===== config.mk =====
export PLATFORM = sky130hd
export DESIGN_NAME = rx_fifo_line_assembler
export DESIGN_NICKNAME = d
export VERILOG_FILES = /design/src/rtl/core/rfla_pkg.sv /design/src/rtl/core/rfla_queue.sv /design/src/rtl/core/rfla_front.sv /design/src/rtl/core/rfla_back.sv /design/src/rtl/core/rx_fifo_line_assembler.sv
export SDC_FILE = /design/constraint.sdc
export NUM_CORES = 1
export LEC_CHECK = 0
export BUFFER_PORTS_ARGS = -buffer_cell sky130_fd_sc_hd__buf_4
export CAP_MARGIN = 10
export CORE_ASPECT_RATIO = 1.75
export CORE_UTILIZATION = 25
export DETAILED_ROUTE_END_ITERATION = 8
export MAX_ROUTING_LAYER = met4
export PLACE_DENSITY = 0.44
export SYNTH_ARGS = -nofsm -noshare
export SYNTH_HDL_FRONTEND = slang
export SYNTH_SLANG_ARGS = --single-unit

===== constraint.sdc =====
create_clock -name clock -period 8.1 [get_ports clock]
set_input_delay 1.62 -clock clock [delete_from_list [all_inputs] [get_ports clock]]
set_output_delay 1.62 -clock clock [all_outputs]
set_load 0.01 [all_outputs]

===== src/rtl/core/rfla_pkg.sv =====
// Shared types, codes and constants of the receive FIFO line assembler.
package rfla_pkg;

   localparam int BYTE_W         = 8;
   localparam int LINE_W         = 12;
   localparam int OP_W           = 2;
   localparam int FIFO_DEPTH_DEF = 64;
   localparam int MAX_LINE_DEF   = 4095;
   localparam int CMDQ_DEPTH     = 2;
   localparam int RSPQ_DEPTH     = 4;
   localparam int RSPQ_CNT_W     = $clog2(RSPQ_DEPTH + 1);

   localparam logic [BYTE_W-1:0] NEWLINE_CODE = 8'h0A;

   localparam logic [OP_W-1:0] OP_RX_BYTE = 2'd0;
   localparam logic [OP_W-1:0] OP_LINE    = 2'd1;
   localparam logic [OP_W-1:0] OP_POLL    = 2'd2;

   typedef enum logic [1:0] {
      CMD_PUSH,
      CMD_LINE,
      CMD_POLL
   } rfla_cmd_kind_type;

   typedef enum logic {
      ST_IDLE,
      ST_DRAIN
   } rfla_state_type;

   typedef struct packed {
      logic [OP_W-1:0]   op;
      logic [BYTE_W-1:0] rx_byte;
      logic [LINE_W-1:0] line_cap;
   } rfla_req_type;

   typedef struct packed {
      logic [BYTE_W-1:0] line_byte;
      logic              byte_valid;
      logic [LINE_W-1:0] byte_index;
      logic              line_done;
      logic              end_cause;
   } rfla_rsp_type;

   typedef struct packed {
      rfla_cmd_kind_type kind;
      logic [BYTE_W-1:0] rx_byte;
      logic [LINE_W-1:0] cap;
   } rfla_cmd_type;

endpackage


===== src/rtl/core/rfla_queue.sv =====
// Small register queue used between the front, the back and the result port.
module rfla_queue #(
   parameter type item_type = logic,
   parameter int  DEPTH     = 2
) (
   input  logic                         clock,
   input  logic                         reset,
   input  logic                         wr_en,
   input  item_type                     wr_item,
   output logic                         full,
   input  logic                         rd_en,
   output item_type                     rd_item,
   output logic                         empty,
   output logic [$clog2(DEPTH+1)-1:0]   count
);
   localparam int PTR_W = $clog2(DEPTH);
   localparam int CNT_W = $clog2(DEPTH + 1);

   item_type           slots_ff [DEPTH];
   logic [PTR_W-1:0]   wr_ptr_ff, wr_ptr_in;
   logic [PTR_W-1:0]   rd_ptr_ff, rd_ptr_in;
   logic [CNT_W-1:0]   count_ff, count_in;
   logic               push_ok, pop_ok;

   assign full    = (count_ff == CNT_W'(DEPTH));
   assign empty   = (count_ff == '0);
   assign count   = count_ff;
   assign rd_item = slots_ff[rd_ptr_ff];
   assign push_ok = wr_en && !full;
   assign pop_ok  = rd_en && !empty;

   always_comb begin
      wr_ptr_in = push_ok ? wr_ptr_ff + 1'b1 : wr_ptr_ff;
      rd_ptr_in = pop_ok ? rd_ptr_ff + 1'b1 : rd_ptr_ff;
      count_in  = count_ff;
      if (push_ok && !pop_ok) begin
         count_in = count_ff + 1'b1;
      end else if (pop_ok && !push_ok) begin
         count_in = count_ff - 1'b1;
      end
   end

   always_ff @(posedge clock) begin
      if (reset) begin
         wr_ptr_ff <= '0;
         rd_ptr_ff <= '0;
         count_ff  <= '0;
      end else begin
         wr_ptr_ff <= wr_ptr_in;
         rd_ptr_ff <= rd_ptr_in;
         count_ff  <= count_in;
      end
   end

   always_ff @(posedge clock) begin
      if (push_ok) begin
         slots_ff[wr_ptr_ff] <= wr_item;
      end
   end

endmodule


===== src/rtl/core/rfla_front.sv =====
// Front end: takes requests, sorts them by operation and clamps the line capacity.
module rfla_front #(
   parameter int MAX_LINE = rfla_pkg::MAX_LINE_DEF
) (
   input  logic                  push,
   input  rfla_pkg::rfla_req_type req_data,
   output logic                  full,
   input  logic                  cmd_full,
   output logic                  cmd_wr,
   output rfla_pkg::rfla_cmd_type cmd_item
);
   import rfla_pkg::*;

   logic [LINE_W-1:0] cap_clamped;
   logic              op_known;

   always_comb begin
      cap_clamped = req_data.line_cap;
      if (req_data.line_cap == '0) begin
         cap_clamped = LINE_W'(1);
      end else if (int'(req_data.line_cap) > MAX_LINE) begin
         cap_clamped = LINE_W'(MAX_LINE);
      end
   end

   always_comb begin
      op_known         = 1'b1;
      cmd_item.kind    = CMD_PUSH;
      cmd_item.rx_byte = req_data.rx_byte;
      cmd_item.cap     = cap_clamped;
      case (req_data.op)
         OP_RX_BYTE: begin
            cmd_item.kind = CMD_PUSH;
         end
         OP_LINE: begin
            cmd_item.kind = CMD_LINE;
         end
         OP_POLL: begin
            cmd_item.kind = CMD_POLL;
         end
         default: begin
            op_known = 1'b0;
         end
      endcase
   end

   assign full   = cmd_full;
   assign cmd_wr = push && !cmd_full && op_known;

endmodule


===== src/rtl/core/rfla_back.sv =====
// Back end: byte FIFO memory, line request state and the drain pipeline.
module rfla_back #(
   parameter int FIFO_DEPTH = rfla_pkg::FIFO_DEPTH_DEF
) (
   input  logic                                clock,
   input  logic                                reset,
   input  logic                                cmd_empty,
   input  rfla_pkg::rfla_cmd_type              cmd_item,
   output logic                                cmd_pop,
   input  logic [rfla_pkg::RSPQ_CNT_W-1:0]     rsp_count,
   output logic                                rsp_wr,
   output rfla_pkg::rfla_rsp_type              rsp_item
);
   import rfla_pkg::*;

   localparam int PTR_W = (FIFO_DEPTH > 1) ? $clog2(FIFO_DEPTH) : 1;
   localparam int CNT_W = $clog2(FIFO_DEPTH + 1);
   localparam int SUM_W = CNT_W + 1;
   localparam int ROOM_W = RSPQ_CNT_W + 1;

   logic [BYTE_W-1:0] mem [FIFO_DEPTH];

   rfla_state_type    state_ff, state_in;
   logic [PTR_W-1:0]  head_ff, head_in;
   logic [CNT_W-1:0]  count_ff, count_in;
   logic              pending_ff, pending_in;
   logic [LINE_W-1:0] length_ff, length_in;
   logic [LINE_W-1:0] limit_ff, limit_in;
   logic [PTR_W-1:0]  rd_ptr_ff, rd_ptr_in;
   logic [CNT_W-1:0]  rd_left_ff, rd_left_in;
   logic              rd_vld_ff, rd_vld_in;
   logic [BYTE_W-1:0] rd_data_ff;

   logic              mem_wr;
   logic              issue;
   logic              finish;
   logic [SUM_W-1:0]  wr_sum;
   logic [SUM_W-1:0]  wr_slot;
   logic [PTR_W-1:0]  wr_addr;
   logic [LINE_W-1:0] length_next;
   logic [ROOM_W-1:0] rsp_used;

   function automatic logic [PTR_W-1:0] ptr_next(input logic [PTR_W-1:0] ptr);
      logic [PTR_W-1:0] result;
      if (ptr == PTR_W'(FIFO_DEPTH - 1)) begin
         result = '0;
      end else begin
         result = ptr + 1'b1;
      end
      return result;
   endfunction

   assign wr_sum      = SUM_W'(head_ff) + SUM_W'(count_ff);
   assign wr_slot     = (wr_sum >= SUM_W'(FIFO_DEPTH)) ? wr_sum - SUM_W'(FIFO_DEPTH) : wr_sum;
   assign wr_addr     = wr_slot[PTR_W-1:0];
   assign length_next = length_ff + 1'b1;
   assign rsp_used    = ROOM_W'(rsp_count) + ROOM_W'(rd_vld_ff);

   always_comb begin
      state_in   = state_ff;
      head_in    = head_ff;
      count_in   = count_ff;
      pending_in = pending_ff;
      length_in  = length_ff;
      limit_in   = limit_ff;
      rd_ptr_in  = rd_ptr_ff;
      rd_left_in = rd_left_ff;
      cmd_pop    = 1'b0;
      mem_wr     = 1'b0;
      issue      = 1'b0;
      finish     = 1'b0;
      rsp_wr     = 1'b0;
      rsp_item   = '0;
      case (state_ff)
         ST_IDLE: begin
            if (!cmd_empty) begin
               cmd_pop = 1'b1;
               case (cmd_item.kind)
                  CMD_PUSH: begin
                     if (count_ff < CNT_W'(FIFO_DEPTH)) begin
                        mem_wr   = 1'b1;
                        count_in = count_ff + 1'b1;
                     end
                  end
                  CMD_LINE: begin
                     if (!pending_ff) begin
                        pending_in = 1'b1;
                        length_in  = '0;
                        limit_in   = cmd_item.cap;
                     end
                  end
                  CMD_POLL: begin
                     if (pending_ff && count_ff != '0) begin
                        state_in   = ST_DRAIN;
                        rd_ptr_in  = head_ff;
                        rd_left_in = count_ff;
                     end
                  end
                  default: begin
                  end
               endcase
            end
         end
         ST_DRAIN: begin
            if (rd_vld_ff) begin
               rsp_wr   = 1'b1;
               head_in  = ptr_next(head_ff);
               count_in = count_ff - 1'b1;
               if (rd_data_ff == NEWLINE_CODE) begin
                  finish              = 1'b1;
                  pending_in          = 1'b0;
                  rsp_item.byte_index = length_ff;
                  rsp_item.line_done  = 1'b1;
               end else begin
                  length_in           = length_next;
                  rsp_item.line_byte  = rd_data_ff;
                  rsp_item.byte_valid = 1'b1;
                  rsp_item.byte_index = length_ff;
                  if (length_next == limit_ff) begin
                     finish             = 1'b1;
                     pending_in         = 1'b0;
                     rsp_item.line_done = 1'b1;
                     rsp_item.end_cause = 1'b1;
                  end
               end
            end
            issue = !finish && (rd_left_ff != '0) && (rsp_used < ROOM_W'(RSPQ_DEPTH));
            if (issue) begin
               rd_ptr_in  = ptr_next(rd_ptr_ff);
               rd_left_in = rd_left_ff - 1'b1;
            end
            if (finish || (rd_left_ff == '0 && !rd_vld_ff)) begin
               state_in = ST_IDLE;
            end
         end
         default: begin
            state_in = ST_IDLE;
         end
      endcase
      rd_vld_in = issue;
   end

   always_ff @(posedge clock) begin
      if (reset) begin
         state_ff   <= ST_IDLE;
         head_ff    <= '0;
         count_ff   <= '0;
         pending_ff <= 1'b0;
         length_ff  <= '0;
         limit_ff   <= '0;
         rd_ptr_ff  <= '0;
         rd_left_ff <= '0;
         rd_vld_ff  <= 1'b0;
      end else begin
         state_ff   <= state_in;
         head_ff    <= head_in;
         count_ff   <= count_in;
         pending_ff <= pending_in;
         length_ff  <= length_in;
         limit_ff   <= limit_in;
         rd_ptr_ff  <= rd_ptr_in;
         rd_left_ff <= rd_left_in;
         rd_vld_ff  <= rd_vld_in;
      end
   end

   always_ff @(posedge clock) begin
      if (mem_wr) begin
         mem[wr_addr] <= cmd_item.rx_byte;
      end
      if (issue) begin
         rd_data_ff <= mem[rd_ptr_ff];
      end
   end

endmodule


===== src/rtl/core/rx_fifo_line_assembler.sv =====
// Top level of the receive FIFO line assembler.
// Requests carry a received byte, a line request with a capacity, or a poll. The front
// accepts one request per cycle into a two-entry command queue while it has room; the back
// executes a byte push or a line request as it takes it. A poll with a line pending drains
// the FIFO held at that moment: the poll moves the back to its drain state, then one byte
// per cycle goes through the registered read of the byte memory, as long as the four-entry
// result queue has room. While a drain runs the command queue fills and full rises. Pushes
// to a full FIFO are dropped, a line request while one is pending is ignored, and a drain
// stops at a newline (a terminator-only result) or at the byte reaching the line capacity.
module rx_fifo_line_assembler #(
   parameter int FIFO_DEPTH = rfla_pkg::FIFO_DEPTH_DEF,
   parameter int MAX_LINE   = rfla_pkg::MAX_LINE_DEF
) (
   input  logic                   clock,
   input  logic                   reset,
   input  logic                   push,
   output logic                   full,
   input  rfla_pkg::rfla_req_type req_data,
   output logic                   empty,
   input  logic                   pop,
   output rfla_pkg::rfla_rsp_type rsp_data
);
   import rfla_pkg::*;

   logic                  cmd_full, cmd_empty, cmd_wr, cmd_pop;
   rfla_cmd_type          cmd_wr_item, cmd_rd_item;
   logic [$clog2(CMDQ_DEPTH+1)-1:0] cmd_count;
   logic                  rsp_wr;
   rfla_rsp_type          rsp_wr_item;
   logic                  rsp_full;
   logic [RSPQ_CNT_W-1:0] rsp_count;

   rfla_front #(
      .MAX_LINE (MAX_LINE)
   ) u_front (
      .push     (push),
      .req_data (req_data),
      .full     (full),
      .cmd_full (cmd_full),
      .cmd_wr   (cmd_wr),
      .cmd_item (cmd_wr_item)
   );

   rfla_queue #(
      .item_type (rfla_cmd_type),
      .DEPTH     (CMDQ_DEPTH)
   ) u_cmd_queue (
      .clock   (clock),
      .reset   (reset),
      .wr_en   (cmd_wr),
      .wr_item (cmd_wr_item),
      .full    (cmd_full),
      .rd_en   (cmd_pop),
      .rd_item (cmd_rd_item),
      .empty   (cmd_empty),
      .count   (cmd_count)
   );

   rfla_back #(
      .FIFO_DEPTH (FIFO_DEPTH)
   ) u_back (
      .clock     (clock),
      .reset     (reset),
      .cmd_empty (cmd_empty || (cmd_count == '0)),
      .cmd_item  (cmd_rd_item),
      .cmd_pop   (cmd_pop),
      .rsp_count (rsp_count),
      .rsp_wr    (rsp_wr),
      .rsp_item  (rsp_wr_item)
   );

   rfla_queue #(
      .item_type (rfla_rsp_type),
      .DEPTH     (RSPQ_DEPTH)
   ) u_rsp_queue (
      .clock   (clock),
      .reset   (reset),
      .wr_en   (rsp_wr && !rsp_full),
      .wr_item (rsp_wr_item),
      .full    (rsp_full),
      .rd_en   (pop),
      .rd_item (rsp_data),
      .empty   (empty),
      .count   (rsp_count)
   );

endmodule


== After elaboration in Yosys (flattened, before gate mapping) ==
Memories as Yosys holds them, arrays and structs flattened. A register that Yosys moved wholly into a read port is not among the register bits.
Index checks and enable logic that the tools add are counted.

* Bits in registers: 64
* RAM bits: 648
* Input bits: 26
* Output and inout bits: 25
* Logic and storage cells: 176
* Memories: 3

{| class="wikitable"
|+ Memory list
! memory !! depth !! width !! rd ports !! clocked after Yosys merged registers in !! write ports !! line !! RTL
|-
| u_back.mem || 64 || 8 || 1 || 1 || 1 || rfla_back.sv:21 || <nowiki>logic [BYTE_W-1:0] mem [FIFO_DEPTH];</nowiki>
|-
| u_rsp_queue.slots_ff || 4 || 23 || 1 || 1 || 1 || rfla_queue.sv:19 || <nowiki>item_type slots_ff [DEPTH];</nowiki>
|-
| u_cmd_queue.slots_ff || 2 || 22 || 1 || 1 || 1 || rfla_queue.sv:19 ||
|}

* $add $sub $neg: 17
* Magnitude comparators: 3
* Equal/unequal tests: 21
* Mux-type cells: 71
* Bitwise operators: 3
* Reductions and logical operators: 43

{| class="wikitable"
|+ Operators by type and width
! kind !! number
|-
| two-way mux 12 bit || 6
|-
| two-way mux 7 bit || 8
|-
| two-way mux 23 bit || 2
|-
| two-way mux 6 bit || 7
|-
| two-way mux 1 bit || 33
|-
| one-hot mux 7 bit (2 select lines) || 2
|-
| one-hot mux 12 bit (2 select lines) || 1
|-
| != test 2 bit (second input constant) || 8
|-
| AND reduction 4 bit || 4
|-
| logical AND 1 bit || 15
|-
| nonzero test 7 bit || 2
|-
| subtractor 7 x 1 -> 7 bit (second input constant) || 2
|-
| adder 12 x 1 -> 12 bit (second input constant) || 1
|-
| adder 6 x 1 -> 6 bit (second input constant) || 2
|-
| equality test 12 bit || 1
|-
| equality test 6 bit (second input constant) || 2
|-
| logical NOT 12 bit || 1
|-
| one-hot mux 6 bit (2 select lines) || 1
|-
| logical NOT 1 bit || 10
|-
| two-way mux 2 bit || 5
|-
| two-way mux 9 bit || 1
|-
| adder 6 x 7 -> 8 bit || 1
|-
| equality test 8 x 4 -> 1 bit (second input constant) || 1
|-
| greater-or-equal comparator 8 x 7 -> 1 bit (second input constant) || 1
|-
| other kinds (27) || 41
|}

== Longest topological paths before layout ==
Gate-level depths: netlist (run 1).

* Depth after elaboration: 11
* Mapped depth: 10

== Modules after synthesis ==
A second synthesis (run 1) with hierarchy kept.

* Cell total of the unflattened synthesis: 1589
* Area, all modules: 29458.3 um^2

{| class="wikitable"
|+ By module, submodules not included
! module !! instances !! cells an instance !! area each (um^2) !! sequential area each (um^2)
|-
| rfla_back || 1 || 1298 || 23653.9 || 16676.0
|-
| rfla_queue (u_rsp_queue) || 1 || 168 || 3827.4 || 2942.8
|-
| rfla_queue (u_cmd_queue) || 1 || 93 || 1796.7 || 1421.4
|-
| rfla_front || 1 || 28 || 158.9 || 0.0
|-
| rx_fifo_line_assembler || 1 || 2 || 21.3 || 0.0
|}

== Worst setup path after synthesis (run 1) ==
Ideal clock, no wire load.

* Path kind: input-to-reg
* Start point: input req_data[21] in the netlist's numbering
* End point: memory u_cmd_queue.slots_ff[0][0] in the netlist's numbering, enable pin
* Setup time: 403 ps
* Data arrival time: 2957 ps
* Required time: 7697 ps
* Setup slack: 4740 ps
* Cell stages on the path: 4
* Cell sequence: nand2_1 > nand2_1 > nor2_1 > nor2b_1

* Cells in the longest elaborated chain, start to end: 7
* Elaborated cells on any way between the ends: 9
* Classes of those cells: 2 x eq/ne; 3 x mux; 4 x reduce/logical

{| class="wikitable"
|+ Ends and longest elaborated chain
! element !! line !! RTL
|-
| from (decl) || rx_fifo_line_assembler.sv:18 || <nowiki>input rfla_pkg::rfla_req_type req_data,</nowiki>
|-
| equality test 2 x 1 -> 1 bit, or another cell as far along || rfla_front.sv:31 || <nowiki>case (req_data.op)</nowiki>
|-
| OR reduction 3 bit (no source line) (*) || -- ||
|-
| two-way mux 1 bit (*) || rfla_front.sv:31 ||
|-
| logical AND 1 bit (*) || rfla_front.sv:48 || <nowiki>assign cmd_wr = push && !cmd_full && op_known;</nowiki>
|-
| logical AND 1 bit (*) || rfla_queue.sv:29 || <nowiki>assign push_ok = wr_en && !full;</nowiki>
|-
| named net u_cmd_queue.push_ok || rfla_queue.sv:23 || <nowiki>logic push_ok, pop_ok;</nowiki>
|-
| two-way mux 1 bit (*) || rfla_queue.sv:56 || <nowiki>if (push_ok) begin</nowiki>
|-
| two-way mux 1 bit (implied by the code) (*) || rfla_queue.sv:57 || <nowiki>slots_ff[wr_ptr_ff] <= wr_item;</nowiki>
|-
| to (decl) || rfla_queue.sv:19 ||
|}

The timed path passes the listed nets; every way through them passes the cells marked *.

==> results of run 1 <==
==> synthesized netlist by cell type, types with 2 or more instances <==
cell type                  number
sky130_fd_sc_hd__a21o_1         5
sky130_fd_sc_hd__mux2_2        17
sky130_fd_sc_hd__or3_1          7
sky130_fd_sc_hd__a22oi_1        2
sky130_fd_sc_hd__nor4_2         2
sky130_fd_sc_hd__o31ai_1        2
sky130_fd_sc_hd__a211oi_1      15
sky130_fd_sc_hd__inv_1         14
sky130_fd_sc_hd__nor4_1         5
sky130_fd_sc_hd__and2_1         8
sky130_fd_sc_hd__nand3_2        2
sky130_fd_sc_hd__a31oi_1        4
sky130_fd_sc_hd__or4_1          2
sky130_fd_sc_hd__nand2_1       54
sky130_fd_sc_hd__o32ai_2        9
sky130_fd_sc_hd__dfxtp_1       67
sky130_fd_sc_hd__o21ai_1       10
sky130_fd_sc_hd__a31o_2         2
sky130_fd_sc_hd__edfxtp_1     656
sky130_fd_sc_hd__xnor2_1       21
sky130_fd_sc_hd__o21ai_0       22
sky130_fd_sc_hd__nand3b_1       5
sky130_fd_sc_hd__clkbuf_1      56
sky130_fd_sc_hd__mux2_1         2
sky130_fd_sc_hd__a21oi_1       43
sky130_fd_sc_hd__xor2_1        21
sky130_fd_sc_hd__nor3_1        19
sky130_fd_sc_hd__nand2b_1      17
sky130_fd_sc_hd__fa_1           3
sky130_fd_sc_hd__buf_2         13
sky130_fd_sc_hd__mux4_2       183
sky130_fd_sc_hd__buf_1         16
sky130_fd_sc_hd__and3_1        23
sky130_fd_sc_hd__nor2_1       142
sky130_fd_sc_hd__nand4_1        4
sky130_fd_sc_hd__mux2i_1       29
sky130_fd_sc_hd__nand3_1        9
sky130_fd_sc_hd__o21bai_1       4
sky130_fd_sc_hd__nor2b_1        7
sky130_fd_sc_hd__ha_1          23
==> registers in the layout, indices dropped and copies added, names as in the netlist, named ones only <==
name,flops
u_back.mem,512
u_rsp_queue.slots_ff,92
u_cmd_queue.slots_ff,44
u_back.length_ff,12
u_back.limit_ff,12
u_back.rd_data_ff,8
u_back.count_ff,7
u_back.rd_left_ff,7
u_back.head_ff,6
u_back.rd_ptr_ff,6
u_rsp_queue.count,3
u_cmd_queue.count,2
u_rsp_queue.rd_ptr_ff,2
u_rsp_queue.wr_ptr_ff,2
u_back.pending_ff,1
u_back.rd_vld_ff,1
u_back.state_ff,1
u_cmd_queue.rd_ptr_ff,1
u_cmd_queue.wr_ptr_ff,1
==> power groups by stage <==
stage / clock, mW / combinational, mW / sequential, mW
6_report: 3.26 / 0.862 / 4.43
5_1_grt: 3.47 / 0.936 / 4.45
4_1_cts: 3.37 / 0.901 / 4.44
3_5_place_dp: 0 / 0.898 / 4.52
3_3_place_gp: 0 / 0.891 / 4.52
2_1_floorplan: 0 / 0.486 / 4.47
==> worst max-delay path, delay by kind of cell (launching register included) <==
family,cells,cell delay (ps)
AND/OR/NAND/NOR,5,2620
multiplexers,1,410
buffers and inverters,1,340
flip-flops,1,310
==> worst paths after layout <==
check	start	endpoint	cells past startpoint
hold / removal	u_back.limit_ff[6]	u_back.limit_ff[6]	2
hold reg to reg	u_back.limit_ff[6]	u_back.limit_ff[6]	2
setup / recovery	flop	u_back.mem[3][2]	7
setup reg to reg	flop	u_back.mem[3][2]	7
==> stage by stage <==
step	instance area [um2]	instances	util	power, mW
final	33570	3183	0.2899	8.554
after global routing	33570	3183	0.2899	8.849
after CTS	33570	3182	0.2899	8.710
after detailed placement	31360	3062	0.2708	5.419
after global placement	31360	3062	0.2708	5.408
after floorplan	29260	1572	-	4.952
==> kinds of logic after synthesis <==
| kind of cell | synth area share |
|---|---|
| AND/OR/NAND/NOR | 0.05170 |
| adder cells (fa/ha/maj) | 0.01189 |
| AO/OA/AOI/OAI | 0.03250 |
| multiplexers | 0.1581 |
| XOR/XNOR | 0.01257 |
| buffers and inverters | 0.01415 |
| flip-flops | 0.7191 |
==> routing by layer <==
layer	track usage	routed length, um
met4	0.06460	3454
met2	0.2719	46250
met3	0.01948	2461
met1	0.1333	27010
met5	-	0
==> cell type report <==
cell class / count / area [um2]
inverters: 15 / 56.30
clock inverters: 33 / 416.7
multi-input cells: 747 / 7807
fillers: 11290 / 82240
flip-flops and latches: 723 / 21050
well taps: 1503 / 1881
clock buffers: 87 / 1793
repair buffers: 74 / 568.0
diodes: 1 / 2.502
==> impl_metrics.env, run 1 <==
export IMPL_run_status="finished with violations"
export IMPL_failed_checks="DRC"
export IMPL_timing_critical_path_cells="buf_4, mux2_2, nor3_1, nand2_1, nor3b_1, nand3_1, nor2_1"
export IMPL_routed_wl_um=79180
export IMPL_clock_latency_ps=650
export IMPL_drtIter0Drc=955
export IMPL_die_area_um2=118500
export IMPL_global_route_wire_length_before_repair_um=113700
export IMPL_synth_area_leader_cell="sky130_fd_sc_hd__edfxtp_1"
export IMPL_clock_tree_from_tritoncts="done"
export IMPL_fp_row_count=165
export IMPL_pwr_share_seq=0.518
export IMPL_synth_ff_type="sky130_fd_sc_hd__edfxtp_1"
export IMPL_power_share_combinational=0.101
export IMPL_grt_overflow_total=0
export IMPL_layout_cells_most_common_list="656 x sky130_fd_sc_hd__edfxtp_1, 183 x sky130_fd_sc_hd__mux4_2, 142 x sky130_fd_sc_hd__nor2_1, 73 x sky130_fd_sc_hd__buf_4, 68 x sky130_fd_sc_hd__clkbuf_16"
export IMPL_timing_hold_violations_final=0
export IMPL_tritoncts_buffer_count=67
export IMPL_timing_worst_slew_pin_value_ps=1090
export IMPL_drt_drc_violations_left=14
export IMPL_timing_critical_path_slowest_cell_delay_ps=880
export IMPL_setup_violations_final=0
export IMPL_post_synthesis_instance_area_um2=29260
export IMPL_design_portCount=51
export IMPL_avgViaCountPerCell=4.542
export IMPL_finalNetCount=1680
export IMPL_tns_ps=0
export IMPL_timing_hold_ws_ps=510.8
export IMPL_worst_ir_drop_vdd_v=0.0001490
export IMPL_yosys_warnings=0
export IMPL_drive_gt1_frac=0.2400
export IMPL_cts_htree_levels=3
export IMPL_timing_critical_path_fanout_max=22
export IMPL_first_global_vias=15660
export IMPL_place_port_buffers=50
export IMPL_final_setup_skew_ps=25.34
export IMPL_synth_sequential_area_ratio=0.7191
export IMPL_cap_viol_max_count=0
export IMPL_drt_pre_antenna_iters=7
export IMPL_post_cts_resize_count=0
export IMPL_bufs_on_longest_clock_path=3
export IMPL_path_clk_slew_ps=70
export IMPL_synthArstFlopShare=0
export IMPL_cts_hold_buffers_added=0
export IMPL_biggest_area_contributors_in_the_synthesized_netlist="sky130_fd_sc_hd__edfxtp_1 67%, sky130_fd_sc_hd__mux4_2 14%, sky130_fd_sc_hd__dfxtp_1 4.6%, sky130_fd_sc_hd__nor2_1 1.8%, sky130_fd_sc_hd__mux2i_1 0.99%"
export IMPL_setup_worst_path_end_class="flop"
export IMPL_power_static_leakage_nw=9.995
export IMPL_synthesis_nets=1624
export IMPL_synth_top_cell_area_share=0.6733
export IMPL_start_util=0.2526
export IMPL_holdCritPathClass="flop to flop"
export IMPL_fin_crit_sh=0.5000
export IMPL_dr_total_vias=14460
export IMPL_grt_use_total=0.1400
export IMPL_p_clk_frac=0.381
export IMPL_reg2reg_setup_slack_ps=4050
export IMPL_timing_setup_critical_path_class="flop to flop"
export IMPL_area_growth_pct=14.75
export IMPL_grt_antenna_before_repair=1
export IMPL_wl_per_cell_um=24.88
export IMPL_worst_ep_arrival_time_ps=4320
export IMPL_ffs_latches_synth=723
export IMPL_dp_hpwl_um=52660
export IMPL_gp_congestion=0.8078
export IMPL_most_common_library_cell_in_the_layout_ignoring_fill_and_taps="sky130_fd_sc_hd__edfxtp_1"
export IMPL_critical_path_required_ps=8370
export IMPL_grt_start_max_net_pins=77
export IMPL_crit_path_top_delay_cell="sky130_fd_sc_hd__nor2_1"
export IMPL_dieWidth_um=260.6
export IMPL_cts_post_setup_buffers_inserted=0
export IMPL_cp_start_kind="flop"
export IMPL_drv_slew=0
export IMPL_maxClockFrequency_mhz=246.9
export IMPL_synth_distinct_cells=67
export IMPL_synth_avg_cell_area_um2=18.61
export IMPL_power_per_cell_area_nw_per_um2=254.8
export IMPL_slew_headroom=0.2734
export IMPL_ctsRootBufferMaster="sky130_fd_sc_hd__clkbuf_16"
export IMPL_rsz0062_at_grt="no"
export IMPL_power_switching_mw=2.122
export IMPL_synth_enable_flop_cells=656
export IMPL_finalWorstSetupSlack_ps=4050
export IMPL_synth_cells=1572
export IMPL_switching_share=0.2481
export IMPL_p_int_mw=6.431
export IMPL_postRouteAntennaNets=0
export IMPL_die_height_um=454.6
export IMPL_core_region_area_um2=115800
export IMPL_finalCriticalPeriod_ps=4050
export IMPL_tritoncts_num_sinks=723
export IMPL_pre_cts_ws_ps=4021
(Power assumes the default switching activity.)
==> run 2: changes to the inputs <==
==> constraint.sdc (replaced) <==
create_clock -name clock -period 3.75 [get_ports clock]
set_input_delay 0.75 -clock clock [delete_from_list [all_inputs] [get_ports clock]]
set_output_delay 0.75 -clock clock [all_outputs]
set_load 0.01 [all_outputs]
==> impl_metrics.env, run 2 (synthesis results as in run 1) <==
export IMPL_grt_met1_usage=0.1306
export IMPL_drv_slew=0
export IMPL_timing_hold_violations_final=0
export IMPL_timing_critical_path_fanout_max=8
export IMPL_critical_path_required_ps=4020
export IMPL_rsz0062_at_grt="no"
export IMPL_most_common_library_cell_in_the_layout_ignoring_fill_and_taps="sky130_fd_sc_hd__edfxtp_1"
export IMPL_design_area_um2=34270
export IMPL_slew_headroom=0.2599
export IMPL_start_util=0.2526
export IMPL_postPlaceCellArea_um2=32130
export IMPL_first_global_vias=15770
export IMPL_met2_usage=0.2648
export IMPL_crit_reg2reg_capture="u_back.mem[42][2]"
export IMPL_finalNetCount=1766
export IMPL_gr_usage_met3=0.01620
export IMPL_totalPowerFinal_mw=18.20
export IMPL_avgViaCountPerCell=4.461
export IMPL_reg2reg_setup_slack_ps=400
export IMPL_largest_register_ff_count=512
export IMPL_grt_use_total=0.1347
export IMPL_design_portCount=51
export IMPL_fin_crit_sh=0.8940
export IMPL_cpMostUsedCell="sky130_fd_sc_hd__a21oi_1"
export IMPL_core_region_area_um2=115800
export IMPL_holdCritPathClass="input port to flop"
export IMPL_final_setup_skew_ps=36.91
export IMPL_critPathTopFamily="simple AND/OR/NAND/NOR gates"
export IMPL_power_static_leakage_nw=10.43
export IMPL_timing_critical_path_buf_inv=0
export IMPL_timing_critical_path_slowest_cell_delay_ps=620
export IMPL_worst_ir_drop_vdd_v=0.0003314
export IMPL_timing_critical_path_cells="ha_1, a21o_1, a21oi_1, o21bai_1, a21oi_1, xor2_1, nand2_1, nor2_1"
export IMPL_crit_reg_reg_startpoint="u_back.count_ff[1]"
export IMPL_top_usage_layer="met2"
export IMPL_die_area_um2=118500
export IMPL_top_flop_regs="u_back.mem: 512 flops, u_rsp_queue.slots_ff: 92 flops, u_cmd_queue.slots_ff: 44 flops"
export IMPL_grt_antenna_before_repair=1
export IMPL_cts_hold_buffers_added=0
export IMPL_cts_post_setup_buffers_inserted=0
export IMPL_timing_worst_slew_pin_value_ps=1110
export IMPL_cap_viol_max_count=0
export IMPL_setup_worst_path_end_class="flop"
export IMPL_clock_tree_from_tritoncts="done"
export IMPL_gp_congestion=0.8278
export IMPL_worst_setup_path_endpoint="u_back.mem[42][2]"
export IMPL_dieWidth_um=260.6
export IMPL_drt_drc_violations_left=14
export IMPL_layout_cells_most_common_list="656 x sky130_fd_sc_hd__edfxtp_1, 183 x sky130_fd_sc_hd__mux4_2, 149 x sky130_fd_sc_hd__buf_4, 142 x sky130_fd_sc_hd__nor2_1, 70 x sky130_fd_sc_hd__clkbuf_16"
export IMPL_clock_latency_ps=660
export IMPL_area_growth_pct=17.14
export IMPL_drive_gt1_frac=0.2770
export IMPL_drt_pre_antenna_iters=7
export IMPL_hold_path_startpoint="req_data[18]"
export IMPL_global_route_wire_length_before_repair_um=110900
export IMPL_postRouteAntennaNets=0
export IMPL_final_core_utilization=0.2959
export IMPL_cp_start_kind="flop"
export IMPL_reg2regPathDepth=8
export IMPL_timing_setup_critical_path_class="flop to flop"
export IMPL_tns_ps=0
export IMPL_finalCriticalPeriod_ps=3353
export IMPL_grt_start_max_net_pins=77
export IMPL_cp_num_cells=8
export IMPL_grt_overflow_total=0
export IMPL_dp_hpwl_um=51540
export IMPL_ctsRootBufferMaster="sky130_fd_sc_hd__clkbuf_16"
export IMPL_setup_violations_final=0
export IMPL_source_of_the_critical_timing_path="u_back.count_ff[1]"
export IMPL_path_clk_slew_ps=70
export IMPL_tritoncts_buffer_count=67
export IMPL_wl_per_cell_um=23.20
export IMPL_bufs_on_longest_clock_path=3
export IMPL_run_status="finished with violations"
export IMPL_maxClockFrequency_mhz=298.3
export IMPL_routed_wl_um=75770
export IMPL_drtIter0Drc=895
export IMPL_crit_path_top_delay_cell="sky130_fd_sc_hd__nor2_1"
export IMPL_timing_hold_ws_ps=302.8
export IMPL_fp_row_count=165
export IMPL_post_cts_resize_count=0
export IMPL_failed_checks="DRC"
export IMPL_tritoncts_num_sinks=723
export IMPL_cts_htree_levels=3
export IMPL_die_height_um=454.6
export IMPL_power_per_cell_area_nw_per_um2=530.9
export IMPL_dr_total_vias=14570
export IMPL_worst_ep_arrival_time_ps=3620
export IMPL_registers_top_by_ff_count="u_back.mem"
export IMPL_place_port_buffers=50
run 2: changes by cell type in the layout (fill, tap and decap cells not counted):
cell / change
sky130_fd_sc_hd__buf_4: +76
sky130_fd_sc_hd__buf_12: +10
sky130_fd_sc_hd__bufinv_16: -4
sky130_fd_sc_hd__clkbuf_1: -3
sky130_fd_sc_hd__clkinv_4: +3
sky130_fd_sc_hd__clkbuf_16: +2
sky130_fd_sc_hd__clkbuf_8: -1
sky130_fd_sc_hd__clkinv_1: +1
sky130_fd_sc_hd__clkinvlp_4: -1
run 2: cell type report:
cell class              count  area (um2)
diodes                      1       2.502
clock buffers              85        1818
clock inverters            32       319.1
fillers                 11250       81540
inverters                  15       56.30
multi-input cells         747        7807
flip-flops and latches    723       21050
well taps                1503        1881
repair buffers            160        1339
run 2: worst register-to-register path, cell delays in order (launching register included):
cell and delay, ps:
sky130_fd_sc_hd__dfxtp_1 480, sky130_fd_sc_hd__ha_1 290, sky130_fd_sc_hd__a21o_1 180, sky130_fd_sc_hd__a21oi_1 340, sky130_fd_sc_hd__o21bai_1 110, sky130_fd_sc_hd__a21oi_1 300
sky130_fd_sc_hd__xor2_1 310, sky130_fd_sc_hd__nand2_1 330, sky130_fd_sc_hd__nor2_1 620
run 2: how the worst min path moves through the flow:
stage	end	slack, ps	cells past startpoint
detailed placement	u_cmd_queue.rd_ptr_ff	500	2
finish	u_cmd_queue.slots_ff[1][18]	300	1
floorplan	u_cmd_queue.count[1]	470	2
global placement	u_cmd_queue.count[1]	480	2
global route	u_cmd_queue.slots_ff[1][19]	280	1
CTS	u_cmd_queue.slots_ff[1][18]	250	1
run 2: through the flow:
stage / cells / worst slack, ps
floorplan: 1572 / 1083
global placement: 3148 / 532.4
detailed placement: 3148 / 430.5
CTS: 3265 / 376.6
global route: 3266 / 162.1
finish: 3266 / 397.3
run 2: report_power, final:
part           total [mW]  internal [mW]  leakage (nW)  switching (mW)
clock network        6.81           3.75          1.04            3.06
logic                1.86          0.586          3.05            1.27
registers            9.53           9.39          6.35           0.134
total                18.2           13.7          10.4            4.47
run 2: layer usage:
layer  vias up  share of wire
li1       6564              -
met1      7674           0.35
met2       223           0.59
met3       107          0.027
met4         0          0.033
met5         -              0
